File: src/hw/rtl/pbpe_pkg.sv
// Shared types, constants and arithmetic helpers for the pixel blend program engine.
// No dependencies; every other file of the block uses this package by scoped names.
`default_nettype none

package pbpe_pkg;

   // Default sizes handed to the top-level parameters.
   localparam int PROG_DEPTH_DEF = 16;
   localparam int REG_COUNT_DEF  = 16;

   // Fixed-point format: sign, 8 integer bits, FRAC_BITS fraction bits.
   localparam int FRAC_BITS = 16;
   localparam int VAL_BITS  = FRAC_BITS + 9;
   localparam int SUM_BITS  = VAL_BITS + 12;

   localparam logic signed [SUM_BITS-1:0] VAL_MAX =
      (SUM_BITS'(1) <<< (VAL_BITS - 1)) - SUM_BITS'(1);
   localparam logic signed [SUM_BITS-1:0] VAL_MIN = -VAL_MAX - SUM_BITS'(1);

   // Request payload layout inside req_tdata.
   localparam int REQ_DATA_BITS = 128;

   // Instruction opcodes.
   localparam logic [3:0] OP_SPLAT = 4'd0;
   localparam logic [3:0] OP_LDSRC = 4'd1;
   localparam logic [3:0] OP_LDDST = 4'd2;
   localparam logic [3:0] OP_LDCOV = 4'd3;
   localparam logic [3:0] OP_STORE = 4'd4;
   localparam logic [3:0] OP_MOV   = 4'd5;
   localparam logic [3:0] OP_ADD   = 4'd6;
   localparam logic [3:0] OP_SUB   = 4'd7;
   localparam logic [3:0] OP_MUL   = 4'd8;
   localparam logic [3:0] OP_MAD   = 4'd9;

   typedef struct packed {
      logic [3:0]                kind;
      logic [3:0]                d;
      logic [3:0]                a;
      logic [3:0]                b;
      logic [3:0]                c;
      logic signed [VAL_BITS-1:0] imm;
   } instr_type;

   typedef enum logic [3:0] {
      CMD_NONE,
      CMD_PROG_WR,
      CMD_START,
      CMD_FETCH,
      CMD_DECODE,
      CMD_LOAD,
      CMD_STORE_LO,
      CMD_STORE_HI,
      CMD_MOV_WB,
      CMD_ALU_WB,
      CMD_MUL,
      CMD_RND,
      CMD_MUL_WB,
      CMD_RESULT
   } cmd_op_type;

   typedef struct packed {
      cmd_op_type op;
      logic [1:0] lane;
   } cmd_type;

   typedef struct packed {
      logic [3:0] kind;
      logic       bad;
   } status_type;

   // round(byte * 2^16 / 255) equals byte * 257 plus one for bytes of 128 and up.
   function automatic logic [VAL_BITS-1:0] load_byte(input logic [7:0] b);
      return VAL_BITS'({b, b}) + VAL_BITS'(b[7]);
   endfunction

   // Clamp to 0..1.0, then scale to a byte with rounding.
   function automatic logic [7:0] store_byte(input logic signed [VAL_BITS-1:0] v);
      logic [FRAC_BITS:0]  c;
      logic [VAL_BITS-1:0] u;
      if (v < 0) begin
         c = '0;
      end else if (v > $signed(VAL_BITS'(1 << FRAC_BITS))) begin
         c = (FRAC_BITS+1)'(1 << FRAC_BITS);
      end else begin
         c = v[FRAC_BITS:0];
      end
      u = (VAL_BITS'(c) << 8) - VAL_BITS'(c) + VAL_BITS'(1 << (FRAC_BITS - 1));
      return u[FRAC_BITS+7:FRAC_BITS];
   endfunction

   function automatic logic signed [VAL_BITS-1:0] sat(input logic signed [SUM_BITS-1:0] v);
      logic signed [SUM_BITS-1:0] r;
      if (v > VAL_MAX) begin
         r = VAL_MAX;
      end else if (v < VAL_MIN) begin
         r = VAL_MIN;
      end else begin
         r = v;
      end
      return r[VAL_BITS-1:0];
   endfunction

endpackage

`default_nettype wire

File: src/hw/rtl/pbpe_ctrl.sv
// Sequencer for the pixel blend program engine: handshakes, program counter, op steps.
// Depends on pbpe_pkg; drives pbpe_dpath through a command struct.
`default_nettype none

module pbpe_ctrl #(
   parameter int PROG_DEPTH = pbpe_pkg::PROG_DEPTH_DEF
) (
   input  wire logic                              clock,
   input  wire logic                              reset,
   input  wire logic                              req_tvalid,
   input  wire logic                              req_tuser,
   output      logic                              req_tready,
   input  wire logic                              rsp_tready,
   output      logic                              rsp_tvalid,
   input  wire logic                              csr_wr_en,
   input  wire logic [4:0]                        csr_wr_data,
   output      logic [$clog2(PROG_DEPTH+1)-1:0]   pc,
   output      pbpe_pkg::cmd_type                 cmd,
   input  wire pbpe_pkg::status_type              status
);

   localparam int PCW = $clog2(PROG_DEPTH + 1);

   typedef enum logic [3:0] {
      ST_IDLE, ST_FETCH, ST_DECODE, ST_LOAD, ST_ST_LO, ST_ST_HI,
      ST_MOV_WB, ST_ALU_WB, ST_MUL, ST_RND, ST_MUL_WB, ST_DONE
   } state_type;

   state_type        state_ff, state_in;
   logic [PCW-1:0]   pc_ff, pc_in;
   logic [1:0]       lane_ff, lane_in;
   logic [4:0]       len_ff, len_in;
   logic             rsp_valid_ff, rsp_valid_in;
   logic [8:0]       len_eff;
   logic [8:0]       pc_next_w;
   logic             issue;

   assign len_eff   = (9'(len_ff) < 9'(PROG_DEPTH)) ? 9'(len_ff) : 9'(PROG_DEPTH);
   assign pc_next_w = 9'(pc_ff) + 9'd1;
   assign req_tready = (state_ff == ST_IDLE);
   assign rsp_tvalid = rsp_valid_ff;
   assign pc         = pc_ff;

   always_comb begin
      state_in     = state_ff;
      pc_in        = pc_ff;
      lane_in      = lane_ff;
      len_in       = csr_wr_en ? csr_wr_data : len_ff;
      issue        = 1'b0;
      cmd.op       = pbpe_pkg::CMD_NONE;
      cmd.lane     = lane_ff;
      unique case (state_ff)
         ST_IDLE: begin
            if (req_tvalid) begin
               if (req_tuser) begin
                  cmd.op   = pbpe_pkg::CMD_START;
                  pc_in    = '0;
                  state_in = (len_eff == 9'd0) ? ST_DONE : ST_FETCH;
               end else begin
                  cmd.op = pbpe_pkg::CMD_PROG_WR;
               end
            end
         end
         ST_FETCH: begin
            cmd.op   = pbpe_pkg::CMD_FETCH;
            state_in = ST_DECODE;
         end
         ST_DECODE: begin
            cmd.op   = pbpe_pkg::CMD_DECODE;
            lane_in  = '0;
            state_in = ST_FETCH;
            if (!status.bad) begin
               unique case (status.kind) inside
                  pbpe_pkg::OP_LDSRC, pbpe_pkg::OP_LDDST: state_in = ST_LOAD;
                  pbpe_pkg::OP_STORE: state_in = ST_ST_LO;
                  pbpe_pkg::OP_MOV:   state_in = ST_MOV_WB;
                  pbpe_pkg::OP_ADD, pbpe_pkg::OP_SUB: state_in = ST_ALU_WB;
                  pbpe_pkg::OP_MUL, pbpe_pkg::OP_MAD: state_in = ST_MUL;
                  default: state_in = ST_FETCH;
               endcase
            end
         end
         ST_LOAD: begin
            cmd.op   = pbpe_pkg::CMD_LOAD;
            lane_in  = lane_ff + 2'd1;
            state_in = (lane_ff == 2'd3) ? ST_FETCH : ST_LOAD;
         end
         ST_ST_LO: begin
            cmd.op   = pbpe_pkg::CMD_STORE_LO;
            state_in = ST_ST_HI;
         end
         ST_ST_HI: begin
            cmd.op   = pbpe_pkg::CMD_STORE_HI;
            state_in = ST_FETCH;
         end
         ST_MOV_WB: begin
            cmd.op   = pbpe_pkg::CMD_MOV_WB;
            state_in = ST_FETCH;
         end
         ST_ALU_WB: begin
            cmd.op   = pbpe_pkg::CMD_ALU_WB;
            state_in = ST_FETCH;
         end
         ST_MUL: begin
            cmd.op   = pbpe_pkg::CMD_MUL;
            state_in = ST_RND;
         end
         ST_RND: begin
            cmd.op   = pbpe_pkg::CMD_RND;
            state_in = ST_MUL_WB;
         end
         ST_MUL_WB: begin
            cmd.op   = pbpe_pkg::CMD_MUL_WB;
            state_in = ST_FETCH;
         end
         ST_DONE: begin
            if (!rsp_valid_ff || rsp_tready) begin
               cmd.op   = pbpe_pkg::CMD_RESULT;
               issue    = 1'b1;
               state_in = ST_IDLE;
            end
         end
         default: state_in = ST_IDLE;
      endcase
      // An instruction ends whenever the next state returns to fetch.
      if (state_ff != ST_IDLE && state_ff != ST_DONE && state_ff != ST_FETCH
          && state_in == ST_FETCH) begin
         pc_in = pc_next_w[PCW-1:0];
         if (pc_next_w == len_eff) begin
            state_in = ST_DONE;
         end
      end
      rsp_valid_in = (rsp_valid_ff && !rsp_tready) || issue;
   end

   always_ff @(posedge clock) begin
      if (reset) begin
         state_ff     <= ST_IDLE;
         pc_ff        <= '0;
         lane_ff      <= '0;
         len_ff       <= '0;
         rsp_valid_ff <= 1'b0;
      end else begin
         state_ff     <= state_in;
         pc_ff        <= pc_in;
         lane_ff      <= lane_in;
         len_ff       <= len_in;
         rsp_valid_ff <= rsp_valid_in;
      end
   end

endmodule

`default_nettype wire

File: src/hw/rtl/pbpe_dpath.sv
// Datapath of the pixel blend program engine: program store, register file, ALU, result.
// Depends on pbpe_pkg; steered by commands from pbpe_ctrl.
`default_nettype none

module pbpe_dpath #(
   parameter int PROG_DEPTH = pbpe_pkg::PROG_DEPTH_DEF,
   parameter int REG_COUNT  = pbpe_pkg::REG_COUNT_DEF
) (
   input  wire logic                                clock,
   input  wire logic                                reset,
   input  wire logic [pbpe_pkg::REQ_DATA_BITS-1:0]  req_tdata,
   input  wire logic                                req_tlast,
   input  wire logic [$clog2(PROG_DEPTH+1)-1:0]     pc,
   input  wire pbpe_pkg::cmd_type                   cmd,
   output      pbpe_pkg::status_type                status,
   output      logic [31:0]                         rsp_tdata,
   output      logic                                rsp_tuser,
   output      logic                                rsp_tlast
);

   localparam int VB   = pbpe_pkg::VAL_BITS;
   localparam int FB   = pbpe_pkg::FRAC_BITS;
   localparam int SB   = pbpe_pkg::SUM_BITS;
   localparam int PIDX = (PROG_DEPTH > 1) ? $clog2(PROG_DEPTH) : 1;
   localparam int RIDX = $clog2(REG_COUNT);
   localparam int PW   = 2 * VB;
   localparam int QW   = PW - FB + 1;

   pbpe_pkg::instr_type    prog_mem [PROG_DEPTH];
   logic signed [VB-1:0]   rf_mem   [REG_COUNT];
   logic [REG_COUNT-1:0]   rf_valid_ff;

   pbpe_pkg::instr_type    ir_ff;
   pbpe_pkg::instr_type    wr_word;
   logic signed [VB-1:0]   ma_ff, mb_ff;
   logic                   va_ff, vb_ff;
   logic signed [VB-1:0]   rd_a, rd_b;
   logic [31:0]            src_ff, pix_ff;
   logic [7:0]             cov_ff;
   logic                   last_ff, fault_ff;
   logic [15:0]            byte01_ff;
   logic [PW-1:0]          prod_ff;
   logic                   neg_ff;
   logic signed [QW:0]     q_ff;
   logic [31:0]            out_rgba_ff;
   logic                   out_fault_ff, out_last_ff;

   logic [3:0]             f_addr;
   logic [8:0]             addr_w;
   logic [4:0]             d3;
   logic                   okd, okd3, oka, okb, okc, bad;
   logic                   rd_en;
   logic [4:0]             ra_idx, rb_idx;
   logic                   wr_en;
   logic [4:0]             wr_idx;
   logic signed [VB-1:0]   wr_data;
   logic [31:0]            ld_px;
   logic [7:0]             ld_byte;
   logic [VB-1:0]          mag_a, mag_b;
   logic [PW:0]            rnd_sum;
   logic signed [SB-1:0]   alu_sum, mad_sum;

   function automatic logic ok(input logic [4:0] x);
      return 8'(x) < 8'(REG_COUNT);
   endfunction

   function automatic logic [RIDX-1:0] radr(input logic [4:0] x);
      logic [7:0] w;
      w = 8'(x);
      return w[RIDX-1:0];
   endfunction

   // Request fields, lowest bits first.
   assign f_addr        = req_tdata[3:0];
   assign wr_word.kind  = req_tdata[7:4];
   assign wr_word.d     = req_tdata[11:8];
   assign wr_word.a     = req_tdata[15:12];
   assign wr_word.b     = req_tdata[19:16];
   assign wr_word.c     = req_tdata[23:20];
   assign wr_word.imm   = req_tdata[48:24];
   assign addr_w        = 9'(f_addr);

   // Index checks on the current instruction.
   assign d3   = 5'(ir_ff.d) + 5'd3;
   assign okd  = ok(5'(ir_ff.d));
   assign okd3 = ok(d3);
   assign oka  = ok(5'(ir_ff.a));
   assign okb  = ok(5'(ir_ff.b));
   assign okc  = ok(5'(ir_ff.c));

   always_comb begin
      unique case (ir_ff.kind) inside
         pbpe_pkg::OP_SPLAT, pbpe_pkg::OP_LDCOV: bad = !okd;
         pbpe_pkg::OP_LDSRC, pbpe_pkg::OP_LDDST, pbpe_pkg::OP_STORE: bad = !(okd && okd3);
         pbpe_pkg::OP_MOV: bad = !(okd && oka);
         pbpe_pkg::OP_ADD, pbpe_pkg::OP_SUB, pbpe_pkg::OP_MUL: bad = !(okd && oka && okb);
         pbpe_pkg::OP_MAD: bad = !(okd && oka && okb && okc);
         default: bad = 1'b0;
      endcase
   end

   assign status.kind = ir_ff.kind;
   assign status.bad  = bad;

   // Register file read ports.
   always_comb begin
      rd_en  = 1'b0;
      ra_idx = 5'(ir_ff.a);
      rb_idx = 5'(ir_ff.b);
      case (cmd.op)
         pbpe_pkg::CMD_DECODE: begin
            rd_en = 1'b1;
            if (ir_ff.kind == pbpe_pkg::OP_STORE) begin
               ra_idx = 5'(ir_ff.d);
               rb_idx = 5'(ir_ff.d) + 5'd1;
            end
         end
         pbpe_pkg::CMD_STORE_LO: begin
            rd_en  = 1'b1;
            ra_idx = 5'(ir_ff.d) + 5'd2;
            rb_idx = d3;
         end
         pbpe_pkg::CMD_MUL: begin
            rd_en  = 1'b1;
            ra_idx = 5'(ir_ff.c);
         end
         default: rd_en = 1'b0;
      endcase
   end

   assign rd_a = va_ff ? ma_ff : '0;
   assign rd_b = vb_ff ? mb_ff : '0;

   // Writeback selection.
   assign ld_px   = (ir_ff.kind == pbpe_pkg::OP_LDSRC) ? src_ff : pix_ff;
   assign ld_byte = ld_px[8*cmd.lane +: 8];
   assign alu_sum = (ir_ff.kind == pbpe_pkg::OP_SUB) ? SB'(rd_a) - SB'(rd_b)
                                                     : SB'(rd_a) + SB'(rd_b);
   assign mad_sum = SB'(q_ff) + ((ir_ff.kind == pbpe_pkg::OP_MAD) ? SB'(rd_a) : '0);

   always_comb begin
      wr_en   = 1'b0;
      wr_idx  = 5'(ir_ff.d);
      wr_data = '0;
      case (cmd.op)
         pbpe_pkg::CMD_DECODE: begin
            if (!bad && ir_ff.kind == pbpe_pkg::OP_SPLAT) begin
               wr_en   = 1'b1;
               wr_data = ir_ff.imm;
            end else if (!bad && ir_ff.kind == pbpe_pkg::OP_LDCOV) begin
               wr_en   = 1'b1;
               wr_data = pbpe_pkg::load_byte(cov_ff);
            end
         end
         pbpe_pkg::CMD_LOAD: begin
            wr_en   = 1'b1;
            wr_idx  = 5'(ir_ff.d) + 5'(cmd.lane);
            wr_data = pbpe_pkg::load_byte(ld_byte);
         end
         pbpe_pkg::CMD_MOV_WB: begin
            wr_en   = 1'b1;
            wr_data = rd_a;
         end
         pbpe_pkg::CMD_ALU_WB: begin
            wr_en   = 1'b1;
            wr_data = pbpe_pkg::sat(alu_sum);
         end
         pbpe_pkg::CMD_MUL_WB: begin
            wr_en   = 1'b1;
            wr_data = pbpe_pkg::sat(mad_sum);
         end
         default: wr_en = 1'b0;
      endcase
   end

   // Multiplier operands are magnitudes; the sign is applied after rounding.
   assign mag_a   = rd_a[VB-1] ? VB'(-rd_a) : VB'(rd_a);
   assign mag_b   = rd_b[VB-1] ? VB'(-rd_b) : VB'(rd_b);
   assign rnd_sum = (PW+1)'(prod_ff) + (PW+1)'(1 << (FB - 1));

   // Program store.
   always_ff @(posedge clock) begin
      if (cmd.op == pbpe_pkg::CMD_PROG_WR && addr_w < 9'(PROG_DEPTH)) begin
         prog_mem[addr_w[PIDX-1:0]] <= wr_word;
      end
      if (cmd.op == pbpe_pkg::CMD_FETCH) begin
         ir_ff <= prog_mem[pc[PIDX-1:0]];
      end
   end

   // Register file storage and its registered read ports.
   always_ff @(posedge clock) begin
      if (wr_en) begin
         rf_mem[radr(wr_idx)] <= wr_data;
      end
      if (rd_en) begin
         ma_ff <= rf_mem[radr(ra_idx)];
         mb_ff <= rf_mem[radr(rb_idx)];
      end
   end

   // Entry valid bits; an entry not written in this pixel reads as zero.
   always_ff @(posedge clock) begin
      if (reset || cmd.op == pbpe_pkg::CMD_START) begin
         rf_valid_ff <= '0;
         va_ff       <= 1'b0;
         vb_ff       <= 1'b0;
      end else begin
         if (wr_en) begin
            rf_valid_ff[radr(wr_idx)] <= 1'b1;
         end
         if (rd_en) begin
            va_ff <= rf_valid_ff[radr(ra_idx)];
            vb_ff <= rf_valid_ff[radr(rb_idx)];
         end
      end
   end

   always_ff @(posedge clock) begin
      if (reset) begin
         fault_ff <= 1'b0;
      end else if (cmd.op == pbpe_pkg::CMD_START) begin
         fault_ff <= 1'b0;
      end else if (cmd.op == pbpe_pkg::CMD_DECODE && bad) begin
         fault_ff <= 1'b1;
      end
   end

   always_ff @(posedge clock) begin
      case (cmd.op)
         pbpe_pkg::CMD_START: begin
            src_ff  <= req_tdata[80:49];
            pix_ff  <= req_tdata[112:81];
            cov_ff  <= req_tdata[120:113];
            last_ff <= req_tlast;
         end
         pbpe_pkg::CMD_STORE_LO: begin
            byte01_ff <= {pbpe_pkg::store_byte(rd_b), pbpe_pkg::store_byte(rd_a)};
         end
         pbpe_pkg::CMD_STORE_HI: begin
            pix_ff <= {pbpe_pkg::store_byte(rd_b), pbpe_pkg::store_byte(rd_a), byte01_ff};
         end
         pbpe_pkg::CMD_MUL: begin
            prod_ff <= PW'(mag_a) * PW'(mag_b);
            neg_ff  <= rd_a[VB-1] ^ rd_b[VB-1];
         end
         pbpe_pkg::CMD_RND: begin
            q_ff <= neg_ff ? -$signed({1'b0, rnd_sum[PW:FB]})
                           :  $signed({1'b0, rnd_sum[PW:FB]});
         end
         pbpe_pkg::CMD_RESULT: begin
            out_rgba_ff  <= pix_ff;
            out_fault_ff <= fault_ff;
            out_last_ff  <= last_ff;
         end
         default: ;
      endcase
   end

   assign rsp_tdata = out_rgba_ff;
   assign rsp_tuser = out_fault_ff;
   assign rsp_tlast = out_last_ff;

endmodule

`default_nettype wire

File: src/hw/rtl/pixel_blend_program_engine.sv
// Top level of the pixel blend program engine: sequencer plus datapath.
// Depends on pbpe_pkg, pbpe_ctrl and pbpe_dpath.
`default_nettype none

// Channel  | Signals                               | Direction | Beat content
// ---------+---------------------------------------+-----------+-------------------------------
// request  | req_tvalid/tready/tdata/tuser/tlast   | in        | program word or one pixel
// response | rsp_tvalid/tready/tdata/tuser/tlast   | out       | final pixel, fault, last flag
// config   | csr_wr_en/csr_wr_data                 | in        | program_length
//
// A program-word beat is stored on acceptance. A pixel beat runs the stored program, one
// instruction after the other, through a shared register file with two read ports and one
// write port: splat, ldcov and faulting or unknown instructions end at decode, others after
// their writeback, store, load or multiply steps, and a final step delivers the result.
// Reset is synchronous and clears the sequencer, the program length and the fault flag; the
// program store holds no reset value. The request side is stalled while a pixel runs and
// while its result waits behind an earlier result that was not yet taken.

module pixel_blend_program_engine #(
   parameter int PROG_DEPTH = pbpe_pkg::PROG_DEPTH_DEF,
   parameter int REG_COUNT  = pbpe_pkg::REG_COUNT_DEF
) (
   input  wire logic                               clock,
   input  wire logic                               reset,
   input  wire logic                               req_tvalid,
   output      logic                               req_tready,
   // prog_addr, op_kind, reg_d, reg_a, reg_b, reg_c, imm, src_rgba, dst_rgba, coverage, pad
   input  wire logic [pbpe_pkg::REQ_DATA_BITS-1:0] req_tdata,
   // mode
   input  wire logic                               req_tuser,
   input  wire logic                               req_tlast,
   output      logic                               rsp_tvalid,
   input  wire logic                               rsp_tready,
   // out_rgba
   output      logic [31:0]                        rsp_tdata,
   // index_fault
   output      logic                               rsp_tuser,
   output      logic                               rsp_tlast,
   input  wire logic                               csr_wr_en,
   input  wire logic [4:0]                         csr_wr_data
);

   pbpe_pkg::cmd_type                   cmd;
   pbpe_pkg::status_type                status;
   // The program counter lives in the sequencer; the datapath sees it as its fetch address.
   logic [$clog2(PROG_DEPTH+1)-1:0]     pc;

   pbpe_ctrl #(
      .PROG_DEPTH (PROG_DEPTH)
   ) u_ctrl (
      .clock       (clock),
      .reset       (reset),
      .req_tvalid  (req_tvalid),
      .req_tuser   (req_tuser),
      .req_tready  (req_tready),
      .rsp_tready  (rsp_tready),
      .rsp_tvalid  (rsp_tvalid),
      .csr_wr_en   (csr_wr_en),
      .csr_wr_data (csr_wr_data),
      .pc          (pc),
      .cmd         (cmd),
      .status      (status)
   );

   pbpe_dpath #(
      .PROG_DEPTH (PROG_DEPTH),
      .REG_COUNT  (REG_COUNT)
   ) u_dpath (
      .clock     (clock),
      .reset     (reset),
      .req_tdata (req_tdata),
      .req_tlast (req_tlast),
      .pc        (pc),
      .cmd       (cmd),
      .status    (status),
      .rsp_tdata (rsp_tdata),
      .rsp_tuser (rsp_tuser),
      .rsp_tlast (rsp_tlast)
   );

   // A pixel beat always keeps the request side stalled in the following cycle.
   assert property (@(posedge clock) disable iff (reset)
      (req_tvalid && req_tready && req_tuser) |=> !req_tready)
      else $error("request accepted again right after a pixel beat");

   // A new result only appears at the end of a pixel, never while requests are open.
   assert property (@(posedge clock) disable iff (reset)
      $rose(rsp_tvalid) |-> $past(!req_tready))
      else $error("result raised without a pixel in flight");

endmodule

`default_nettype wire
File: config.mk
export PLATFORM = sky130hd
export DESIGN_NAME = pixel_blend_program_engine
export DESIGN_NICKNAME = d
export VERILOG_FILES = /design/src/hw/rtl/pbpe_pkg.sv /design/src/hw/rtl/pbpe_ctrl.sv /design/src/hw/rtl/pbpe_dpath.sv /design/src/hw/rtl/pixel_blend_program_engine.sv
export SDC_FILE = /design/constraint.sdc
export NUM_CORES = 2
export LEC_CHECK = 0
export BUFFER_PORTS_ARGS = -buffer_cell sky130_fd_sc_hd__buf_2
export CAP_MARGIN = 20
export CORE_ASPECT_RATIO = 1.5
export CORE_UTILIZATION = 60
export CTS_BUF_LIST = sky130_fd_sc_hd__clkbuf_4
export DETAILED_ROUTE_END_ITERATION = 12
export PLACE_DENSITY = 0.8
export SKIP_CTS_REPAIR_TIMING = 1
export SYNTH_ARGS = -nofsm -noshare
export SYNTH_HDL_FRONTEND = slang
export SYNTH_SLANG_ARGS = --single-unit
File: constraint.sdc
create_clock -name clock -period 9.8 [get_ports clock]
set_input_delay 0 -clock clock [delete_from_list [all_inputs] [get_ports clock]]
set_output_delay 0 -clock clock [all_outputs]
set_load 0.005 [all_outputs]
Yosys cells after proc, flatten, opt, wreduce, memory -nomap -nowiden
Memories as Yosys holds them, arrays and structs flattened. A register that Yosys moved wholly into a read port is not among the register bits.
Cells that the tools add are included.
Widths: inputs -> output; s select.
{ "totals": {"regBits": 246, "ram_bits": 1120, "wordCells": 203, "n_memories": 2} }
{ "op_classes": {"addsub": 23, "multipliers": 1, "order_cmp": 15, "n_eq_ne": 38, "n_shift": 1, "muxes": 66, "bitwise_logic": 2, "reduce_logical": 34} }
{ "memory_table": {"columns": ["name", "words", "word_bits", "read_ports", "rd_clocked_by_memory_dff", "write_ports", "line", "text"], "rows": [
  ["u_dpath.prog_mem", 16, 45, 1, 1, 1, "pbpe_dpath.sv:29", "pbpe_pkg::instr_type prog_mem [PROG_DEPTH];"],
  ["u_dpath.rf_mem", 16, 25, 2, 2, 1, "pbpe_dpath.sv:30", "logic signed [VB-1:0] rf_mem [REG_COUNT];"]
]} }
{ "ops": {"columns": ["operator", "count"], "rows": [
  ["$mux 25", 10],
  ["$mux 17", 8],
  ["$pmux 25 s5", 1],
  ["$add 24x16->24 const B", 4],
  ["$sub 24x17->24", 4],
  ["$gt 37x25->1 const B", 2],
  ["$lt 37x25->1 const B", 2],
  ["$mux 37", 2],
  ["$pmux 32 s2", 1],
  ["$add 50x16->51 const B", 1],
  ["$gt 25x18->1 const B", 2],
  ["$lt 25x1->1 const B", 2],
  ["$mul 25x25->50", 1],
  ["$neg 25->25", 2],
  ["$eq 4x3->1 const B", 12],
  ["$eq 4x4->1 const B", 12],
  ["$mux 4", 12],
  ["$pmux 4 s12", 1],
  ["$add 37x37->37", 1],
  ["$neg 35->36", 1],
  ["$pmux 4 s9", 1],
  ["$mux 35", 1],
  ["$add 16x1->17", 2],
  ["$mux 32", 1],
  ["other kinds (41)", 94]
]} }

Depth between registers and ports, before layout
{ "logic_depth": {"ltp_word": 11, "mapped_depth": 39, "ltp_nobuf": 35} }

By module
From an unflattened synthesis, not the netlist that was laid out.
{ "unflattened": {"cells_unflattened": 6912, "hier_area_um2": 87097.3} }
{ "modules_own_cells": {"columns": ["module", "n_inst", "cells_per_inst", "area_per_inst_um2", "seq_area_each_um2"], "rows": [
  ["pbpe_dpath", 1, 6770, 85961.2, 42721.0],
  ["pbpe_ctrl", 1, 142, 1136.1, 340.3]
]} }

Worst setup path before layout
Ideal clock, no wire load.
{ "synth_timing": {"kind": "register to register", "from": "register u_dpath.ma_ff[2] (read register of u_dpath.rf_mem)", "to": "register u_dpath.prod_ff[48], data pin", "arrival_time_ns": 9.179, "t_required_ns": 9.538, "setup_slack_ns": 0.359, "path_stages_with_launch": 36, "n_path_buf": 1, "cell_sequence": "edfxtp_1 or3_1 o31a_1 or4_1 nand2b_1 o31ai_2 inv_2 nor2_1 a21boi_1 nand2_1 o21ai_1 buf_2 nand2_1 fa_1 inv_1 fa_1 fa_1 inv_1 fa_1 inv_1 fa_1 inv_1 fa_1 inv_1 fa_1 ha_1 nor2b_1 o21ai_0 a2111oi_0 a211oi_1 nand2_1 a41oi_1 o211ai_1 a221oi_1 o21bai_1 xor2_1"} }
{ "synth_via": {"elab_chain_cells": 4} }
{ "synth_rtl": {"columns": ["element", "line", "text"], "rows": [
  ["from (decl)", "pbpe_dpath.sv:35", "logic signed [VB-1:0] ma_ff, mb_ff;"],
  ["$mux 25 (*)", "pbpe_dpath.sv:131", "assign rd_a = va_ff ? ma_ff : '0;"],
  ["$neg 25->25", "pbpe_dpath.sv:177", "assign mag_a = rd_a[VB-1] ? VB'(-rd_a) : VB'(rd_a);"],
  ["$mux 25 (*)", "pbpe_dpath.sv:177", null],
  ["$mul 25x25->50 (*)", "pbpe_dpath.sv:244", "prod_ff <= PW'(mag_a) * PW'(mag_b);"],
  ["to (signal assigned)", "pbpe_dpath.sv:244", null],
  ["to (decl)", "pbpe_dpath.sv:42", "logic [PW-1:0] prod_ff;"]
]} }
Mark *: on every way between the ends. The rest lies on a longest branch, timed or not.
A chain may end at the register's enable or synchronous reset.

Worst setup path after layout
{ "layout_timing": {"from": "register u_dpath.ma_ff[2] (read register of u_dpath.rf_mem)", "to": "register u_dpath.prod_ff[44], data pin"} }
The elaborated chain is that of the path after synthesis.

==> flow_summary.yaml <==
synth:
  ys_types: 92
  ys_async_sr_fraction_pct: 0
  synth_seq_cells: 1446
  yosys.area.top_type_share_pct: 48.1
  yosysMostFrequentCell: "edfxtp_1"
  ys.flop_type: "edfxtp_1"
  synth_edf_count: 1410
  ys_top_cells_by_count: "edfxtp_1, nand2_1, inv_1, fa_1, nor2_1"
  synth_top_area_cell: "edfxtp_1"
  synth_area_leaders: "edfxtp_1, fa_1, nand2_1, ha_1, inv_1"
  synth-seq-area-share_pct: 49.0
  synth_area_mm2: 0.0880
  synth_nets: 8574
  syn_inst: 7600
  syn_area_per_cell_um2: 11.6
  yosys_warnings: 0
sta:
  fin_skew_ns: 0.143
  slew_violations: 0
  setup_slack_ns: 0.127
  holdWs_ns: -0.00425
  relSlewSlack_pct: 7.15
  worstMarginPinSlew_ns: 1.39
  finalSetupViolCount: 0
  post-route-period-util_pct: 98.7
  period_needed_ns: 9.67
  final_hold_viol_count: 1
  fmax_mhz: 103
grt:
  grt.total_usage_pct: 38.1
  use_met3_pct: 7.90
  antenna_found_initial: 28
  met2_usage_pct: 65.0
  grt_pass1_wl_mm: 412
  grt_max_degree: 203
  grt_pass1_vias: 68131
  grt-ovfl-total: 0
  busiest_layer: "met2"
  gr-usage-met1_pct: 39.8
route:
  via_per_inst: 6.49
  ant_nets: 0
  via_count: 68255
  drc: 0
  post_drt_wl_per_cell_um: 28.2
  drt_wl_total_mm: 297
  dr.first_iter.drc_count: 7904
  drt-pass1-iter-count: 8
place:
  preCtsSetupSlack_ns: -0.0882
  dp_hpwl_mm: 197
  place_area_mm2: 0.0927
  place.gp.congestion: 1.14
  port_buffers: 168
critical_path:
  end_kind: "register"
  critPathMaxStageDelay_ns: 0.56
  arrival_ns: 10.78
  cp_slowest_cell: "or4_1"
  crit_type: "register to register"
  required_ns: 10.90
  crit_path_frequent_cell: "fa_1"
  reg2reg_setup_slack_ns: 0.13
  setup.worst_path.start_class: "register"
  crit_fanout: 4
cells_and_area:
  syn_to_final_growth_pct: 14.1
  multi_input_area_mm2: 0.0412
  drive_gt1_share_pct: 15.5
  nets: 9328
  fin_area_mm2: 0.100
  register_area_mm2: 0.0431
  nFillCells: 10005
  fin_util_pct: 69.2
clock_network:
  htree_levels: 5
  numCtsBuffers: 346
  clk_pin_slew_ns: 0.08
  cts-root-buf: "clkbuf_4"
  max-clock-path-buffers: 4
  clk_latency_ns: 1.41
  cts_tree: "done"
  cts_sinks: 1446
run:
  max-cap-violations: 0
floorplanning:
  initial_core_util_pct: 60.6
  fp.dieArea_mm2: 0.148
  io_pins: 176
  num_rows: 171
  chipHeight_um: 471
  die_x_um: 315
  core_area_mm2: 0.145
power_and_ir_drop:
  power.total_mw: 15.7
  peakVddDrop_mv: 0.189
  leakage_nw: 38.5
  power_density_mw_per_mm2: 157
run_status:
  violations: "hold timing"
  status: "finished with violations"
worst_hold_path:
  hold_path.class: "primary input to register"
## final timing paths
kind | startpoint | cells past startpoint | endpoint
min | req_tdata[67] | 3 | u_dpath.src_ff[18]
max | u_dpath.ma_ff[2] | 35 | u_dpath.prod_ff[44]
min reg2reg | u_dpath.pix_ff[7] | 0 | u_dpath.rsp_tdata[7]
max reg2reg | u_dpath.ma_ff[2] | 35 | u_dpath.prod_ff[44]
## flip-flops by register name, indices dropped and copies added (netlist names), 5 cells and up
signal,cells
u_dpath.prog_mem,720
u_dpath.rf_mem,400
u_dpath.ir_ff,41
u_dpath.q_ff,36
u_dpath.prod_ff,35
u_dpath.pix_ff,32
u_dpath.rsp_tdata,32
u_dpath.src_ff,32
u_dpath.ma_ff,25
u_dpath.mb_ff,25
u_dpath.byte01_ff,16
u_dpath.rf_valid_ff,16
u_dpath.cov_ff,8
u_ctrl.len_ff,5
u_ctrl.pc,5
## layout by cell type, fill, tap and decap left out, types with 55 or more instances in the layout
cell type	count
nand3_1	70
clkinv_1	84
inv_1	662
buf_4	338
and2_1	218
o21ai_0	200
a221oi_1	55
mux4_2	106
buf_2	169
ha_1	306
a211oi_1	267
clkbuf_4	473
xor2_1	115
a22oi_1	67
a31oi_1	119
a311oi_1	105
mux2i_1	164
nor2_1	474
nor3_1	75
mux2_2	85
nand2_1	1074
xnor2_1	129
edfxtp_1	1410
dlygate4sd3_1	313
a21oi_1	311
fa_1	528
## cell families after synthesis
logic type	Yosys count	synth area share [%]
XOR/XNOR	248	2.48
multiplexers	356	5.68
buffers and inverters	1108	4.74
AO/OA/AOI/OAI	1390	10.6
flip-flops	1446	49.0
AND/OR/NAND/NOR	2216	11.2
adder cells (fa/ha/maj)	836	16.4
## per-stage QoR
step	hold slack, ns	TNS [ns]	cells
2_1_floorplan	0.0989	0	7600
3_3_place_gp	0.177	0	9561
3_5_place_dp	0.178	-0.213	9568
4_1_cts	-1.24	-0.0954	10148
5_1_grt	-0.0438	-0.0658	10502
6_report	-0.00425	0	10513
## per-layer routing
layer	share of wire (%)	routed length (um)
met5	0.063	188
met2	50	147000
met3	9.7	28900
met1	30	89700
met4	10	30400
## area by class of cell
cell class,count,share of cell area (%)
clock inverter,109,0.540
multi-input combinational,5046,41.1
inverter,667,2.50
clock buffer,471,3.52
sequential,1446,42.9
tap,1903,2.37
antenna,24,0.0599
timing repair buffer,847,6.96
## worst max-delay path, delay by kind of cell, from the launching register on
family | cells | cell delay (ns)
simple gates | 9 | 2.04
compound gates | 8 | 2.04
buf+inv | 8 | 0.93
xor+xnor | 2 | 0.46
flops | 1 | 0.38
fa+ha+maj | 8 | 3.59
## where the power goes
| group | total [mW] | switching (mW) | internal, mW |
|---|---|---|---|
| clock | 4.87 | 2.54 | 2.33 |
| combinational | 3.65 | 2.46 | 1.18 |
| sequential | 7.19 | 0.194 | 7.00 |
| total | 15.7 | 5.20 | 10.5 |
No activity file was read; power rests on OpenSTA's default activity.
